## config.mk

```make
export PLATFORM = sky130hd
export DESIGN_NAME = vis_queue
export DESIGN_NICKNAME = d
export VERILOG_FILES = /design/src/hdl/vis_queue.sv
export SDC_FILE = /design/constraint.sdc
export NUM_CORES = 1
export LEC_CHECK = 0
export ABC_AREA = 1
export BUFFER_PORTS_ARGS = -buffer_cell sky130_fd_sc_hd__buf_2
export CAP_MARGIN = 30
export CORE_MARGIN = 10
export CORE_UTILIZATION = 46
export DETAILED_ROUTE_END_ITERATION = 16
export GPL_TIMING_DRIVEN = 0
export HOLD_SLACK_MARGIN = 0.15
export PLACE_DENSITY_LB_ADDON = 0.2
export SYNTH_ARGS = -nofsm -noshare
export SYNTH_HDL_FRONTEND = slang
export SYNTH_SLANG_ARGS = --single-unit
```

## constraint.sdc

```tcl
create_clock -name clk_i -period 1.38 [get_ports clk_i]
set_clock_uncertainty 0.15 [all_clocks]
set_input_delay 0.138 -clock clk_i [delete_from_list [all_inputs] [get_ports clk_i]]
set_output_delay 0.138 -clock clk_i [all_outputs]
set_load 0.03 [all_outputs]
```

## src/hdl/vis_queue.sv

```systemverilog
// Two-entry queue of closed-set requests between the front and back parts.
// Carries the kept sample count of each set. Uses no package items.
module vis_queue #(
  parameter int unsigned W = 13
) (
  input  logic         clk_i,
  input  logic         rst_ni,
  input  logic         push_i,
  input  logic [W-1:0] push_data_i,
  input  logic         pop_i,
  output logic [W-1:0] head_o,
  output logic         empty_o
);
  logic [W-1:0] slot_q [2];
  logic         wr_q, rd_q;
  logic [1:0]   fill_q;

  assign empty_o = (fill_q == 2'd0);
  assign head_o  = slot_q[rd_q];

  always_ff @(posedge clk_i or negedge rst_ni) begin
    if (!rst_ni) begin
      wr_q   <= 1'b0;
      rd_q   <= 1'b0;
      fill_q <= 2'd0;
    end else begin
      if (push_i) wr_q <= ~wr_q;
      if (pop_i) rd_q <= ~rd_q;
      fill_q <= fill_q + 2'(push_i) - 2'(pop_i);
    end
  end

  always_ff @(posedge clk_i) begin
    if (push_i) slot_q[wr_q] <= push_data_i;
  end
endmodule

```

======== Yosys cells after proc, flatten, opt, wreduce, memory -nomap -nowiden ========
Memories as Yosys holds them, arrays and structs flattened.
Cells that the tools add are included.
operators by class
  add/sub/neg operators ................... 2
  muxes and demuxes ....................... 2
  bitwise gates (word level) .............. 2
  reductions and logical operators ........ 1
operator list
  cell             count
  $add 2x1->2      1
  $logic_not 2->1  1
  $mux 1           2
  $not 1->1        2
  $sub 2x1->2      1
storage, ports and cells
  register bits ........................... 4
  bits in writable memories ............... 26
  input bits .............................. 17
  output and inout port bits .............. 14
  logic and storage cells ................. 11
  memories kept ........................... 1
memory list
  name    words  width  rd ports  clocked after Yosys merged registers in  write ports  RTL line  source
  slot_q  2      13     1         0                                        1            14        logic [W-1:0] slot_q [2];

======== Logic depth before layout (Yosys ltp) ========
  depth in word-level cells ............... 2
  mapped depth ............................ 7
  gate-level depth less buffers ........... 7

======== Least setup slack after synthesis ========
No wires, ideal clock.
  kind .................................... reg2reg
  from .................................... register wr_q
  to ...................................... memory slot_q[0][0], enable pin
  setup time .............................. 0.382 ns
  arrival ................................. 0.980 ns
  data required time ...................... 0.848 ns
  setup slack ............................. -0.132 ns
  stages on the path, launching flop included .. 2
  buffers on the path ..................... 0
  period minus slack after synthesis ...... 1.512 ns
  cell sequence ........................... dfrtp_1 > nor2_1
RTL lines
  item                    RTL line  source
  from (decl)             15        logic wr_q, rd_q;
  from (signal assigned)  27        if (push_i) wr_q <= ~wr_q;
  to (decl)               14
Straight into the memory's write port.

======== Worst setup path after layout ========
  from .................................... register rd_q
  to ...................................... output head_o[11]
on the way
  word-level cells in the longest chain between the ends .. 1
ends and longest elaborated chain
  item                    RTL line  source
  from (decl)             15
  from (signal assigned)  28        if (pop_i) rd_q <= ~rd_q;
  $mem_v2 2x13            n/a
  to (decl)               11        output logic [W-1:0] head_o,
Every way passes these cells.

==> results.md <==
- Nets in the synthesized netlist: 111
- Clock edge transition at the registers on the reported setup and hold paths: roughly 0.1 ns
- Number of antenna repair diodes: 0
- Global routing's busiest layer: met2
- Place WS: -0.1127 ns
- Met1 usage: about 8.4%
- Number of search-and-repair iterations in the first detailed-routing pass: 4
- GR Util All Layers: roughly a tenth
- Time the final worst path needs with I/O delays and setup: 1.607 ns
- Via count of the first global-routing pass: slightly below 900
- Power after layout: about 4000 µW
- Worst path max stage delay: approximately 0.40 ns
- Source of the worst register-to-register timing path: wr_q$_DFFE_PN0P_
- Total via count in the routed design: about 860
- Power per standard cell area: between 2000 and 2500 mW/mm²
- Maximum root-to-sink buffer count: 2
- Worst setup margin: -0.2266 ns
- CP Capture Type: output pin
- Synthesized instance count: 92
- Critical-path top delay cell: sky130_fd_sc_hd__dfrtp_1
- Global routing met3 resource utilization: under 10%
- Total of flip-flops plus latches after synthesis: 30
- Synthesized cell area: 0.001216 mm²
- Worst reg-to-reg setup slack: roughly 0.07 ns
- Finished layout cell area: roughly 0.0019 mm²
- Number of buffers and inverters on the critical path: 3
- Total grt overflow: 0
- Category of the critical setup timing path: reg2out
- Class of the most critical hold timing path: in2reg
- CTS Sinks: 30
- Largest delay share family, worst path: buffers and inverters
- Gp weighted congestion: 0.6221
- Number of antenna violations at the first check in global routing: 0
- Share of the clock period used by the worst path: 116.4%
- Critical Path End: head_o[11]
- CTS Root Cell: sky130_fd_sc_hd__clkbuf_4
- Number of H-tree levels: 2
- Data arrival, critical path: 1.32 ns
- Largest family of logic cells by synthesized area: buffers and inverters
- Effective utilization at floorplan: roughly half
- Area used by multi-input combinational logic: roughly 320 µm²
- Routed wire length: between 2 and 3 mm
- CP Data Required Time: ~1.1 ns
- Antenna Nets Post-Route: 0
- Post-Synth Simple-Gate Area: ~6.9%
- Transition time at the pin with the least slew margin: 0.3859 ns
- Fraction of layout instances using a drive strength above 1: between 40% and 50%
- Share of the synthesized netlist area taken by xor and xnor gates: 1.440%
- DIE WIDTH: roughly 71 µm
- Input/output buffers: 30
- CP startpoint kind: flop
- Layout fillers: about 160
- Post-DP HPWL: around 1.6 mm
- Crit. Startpoint: rd_q$_DFFE_PN0P_
- Fraction of the mapped netlist area in adder cells: under 10%
- Final-report hold violation count: 0
- CP Depth: 4
- Cell-by-cell listing of the critical path: buf_6 -> clkbuf_16 -> o21ai_4 -> buf_6
- Final count of pins violating max slew: 0
- Violated checks: negative setup slack
- CORE AREA: roughly 0.0025 mm²
- Met2 capacity usage during global routing: 18.04%
- Sequential Area: 880.8 µm²
- Post-synthesis compound-gate area fraction: 7.510%
- Number of I/O pins: 31
- CTS buffer count: 5
- Area growth from synthesis to final layout: 56.69%
- Global-route wire length before repair: about 3.9 mm
- Post-synthesis mux area share: 0%
- Capture instance of the worst register-to-register path: slot_q[0][10]$_DFFE_PP_
- Unrepaired setup endpoints after global routing: true
- Wire length per cell after detailed routing: 14.47 µm
- Distinct cell type count of the synthesized netlist: 12
- Cell Rows: 18
- Headroom to the max-slew limit: 74.21%
- Highest achievable clock rate: ~0.62 GHz
- Path depth of the worst reg2reg path: 1
- Net total in the final layout: 172
- TritonCTS clock tree: built
- Total cell area at the placement stage: 0.001406 mm²
- Status: finished, violations left
- Max-cap violations: 0
- Ratio of routed vias to standard cells: about 4.7
- Die Footprint: 0.005101 mm²
- Avg Inst Size Synth: about 13 µm²
- Number of failing setup endpoints in the final timing report: 13
- Warnings, synthesis: 0
- Maximum number of pins on one net before global-route repair: 14
- Clk_lat worst skew: between 0.3 and 0.4 ns
- Top fanout value on the critical path: 7
- Most prevalent standard cell on the critical path: sky130_fd_sc_hd__buf_6
- Iteration-0 DRC count of the detailed router: 19
- Remaining design rule violation count: 0
- Peak ir drop on the vdd network: about 1.6 mV
- P_leak: roughly 0.00084 µW
- Fraction of the yosys area taken by sequential cells: 72.43%
- Setup_tns: -2.605 ns
- Die Ht: between 70 and 80 µm
==> flip-flops by register name, summed over array words and instances (netlist names) <==
signal / flops
rd_q: 1
slot_q: 26
fill_q: 2
wr_q: 1
==> report_power, final <==
group          internal [µW]  switching (µW)
Combinational            949            1180
Clock                    247             278
Sequential              1220            96.2
Total                   2420            1550
==> cell usage in the layout (no fill, tap or decap), types with 2 or more instances in the layout <==
cell type                       instances
sky130_fd_sc_hd__buf_6                 10
sky130_fd_sc_hd__clkbuf_16              2
sky130_fd_sc_hd__buf_2                 16
sky130_fd_sc_hd__nand2_1                8
sky130_fd_sc_hd__dlygate4sd3_1         18
sky130_fd_sc_hd__buf_4                  8
sky130_fd_sc_hd__o21ai_2                3
sky130_fd_sc_hd__clkbuf_4               5
sky130_fd_sc_hd__nand2_2                9
sky130_fd_sc_hd__o21ai_4                6
sky130_fd_sc_hd__nand2_4                2
sky130_fd_sc_hd__inv_1                 19
sky130_fd_sc_hd__xor2_1                 2
sky130_fd_sc_hd__edfxtp_1              26
sky130_fd_sc_hd__o21ai_1                4
sky130_fd_sc_hd__dfrtp_1                4
==> what timing repair did <==
item,4_1_cts,5_1_grt
hold buffers,18,1
hold endpoints to repair,34,1
endpoints found under the setup margin,39,28
pin swaps,0,7
gates cloned,0,3
gates resized for setup,24,32
buffers inserted,1,2
==> synthesized netlist by cell type <==
cell type | count | area [µm²]
sky130_fd_sc_hd__nand3_1 | 1 | 5.000
sky130_fd_sc_hd__nor2_1 | 2 | 7.510
sky130_fd_sc_hd__o21ai_0 | 6 | 30.03
sky130_fd_sc_hd__nand2_1 | 19 | 71.32
sky130_fd_sc_hd__buf_12 | 1 | 20.02
sky130_fd_sc_hd__buf_6 | 2 | 22.52
sky130_fd_sc_hd__dfrtp_1 | 4 | 100.1
sky130_fd_sc_hd__xor2_1 | 2 | 17.52
sky130_fd_sc_hd__inv_1 | 20 | 75.07
sky130_fd_sc_hd__ha_1 | 2 | 25.02
sky130_fd_sc_hd__edfxtp_1 | 26 | 780.8
sky130_fd_sc_hd__o21ai_2 | 7 | 61.31
==> per-layer routing <==
| metal | vias to the layer above | part of all wire (%) |
|---|---|---|
| met1 | 403 | 34 |
| li1 | 426 | - |
| met3 | 2 | 5.8 |
| met4 | 0 | 0.86 |
| met5 | - | 0 |
| met2 | 25 | 59 |
==> area by class of cell <==
class | count | area share, %
flip-flops and latches | 30 | 46.22
well taps | 30 | 1.970
clock inverters | 1 | 0.2626
plain buffers | 3 | 2.429
repair buffers | 54 | 25.41
inverters | 20 | 4.137
clock buffers | 7 | 2.889
multi-input cells | 39 | 16.68
==> metrics by stage <==
| step | std cells | hold WS [ns] | utilization (%) |
|---|---|---|---|
| after floorplan | 92 | -0.3076 | - |
| after global placement | 152 | -0.2024 | 56.26 |
| after detailed placement | 152 | -0.2026 | 56.26 |
| after CTS | 179 | 0.2590 | 68.97 |
| after global routing | 184 | 0.2207 | 76.23 |
| final | 184 | 0.2059 | 76.23 |
==> worst min path at each step <==
stage	startpoint	endpoint	depth (start not counted)
floorplan	rst_ni	fill_q[0]$_DFF_PN0_	0
global placement	rst_ni	fill_q[0]$_DFF_PN0_	1
detailed placement	rst_ni	fill_q[0]$_DFF_PN0_	1
CTS	push_i	slot_q[1][2]$_DFFE_PP_	3
global route	push_i	slot_q[1][11]$_DFFE_PP_	4
finish	push_i	slot_q[1][6]$_DFFE_PP_	4
==> cell families (layout without fill, tap and decap cells) <==
logic type | after synthesis | after routing
AOI/OAI and AO/OA | 13 | 13
xor gates and xnor gates | 2 | 2
adders and majority gates | 2 | 2
buffers and inverters | 23 | 85
DFF | 30 | 30
and+or+nand+nor | 22 | 22
Power figures use the tool's default switching activity.
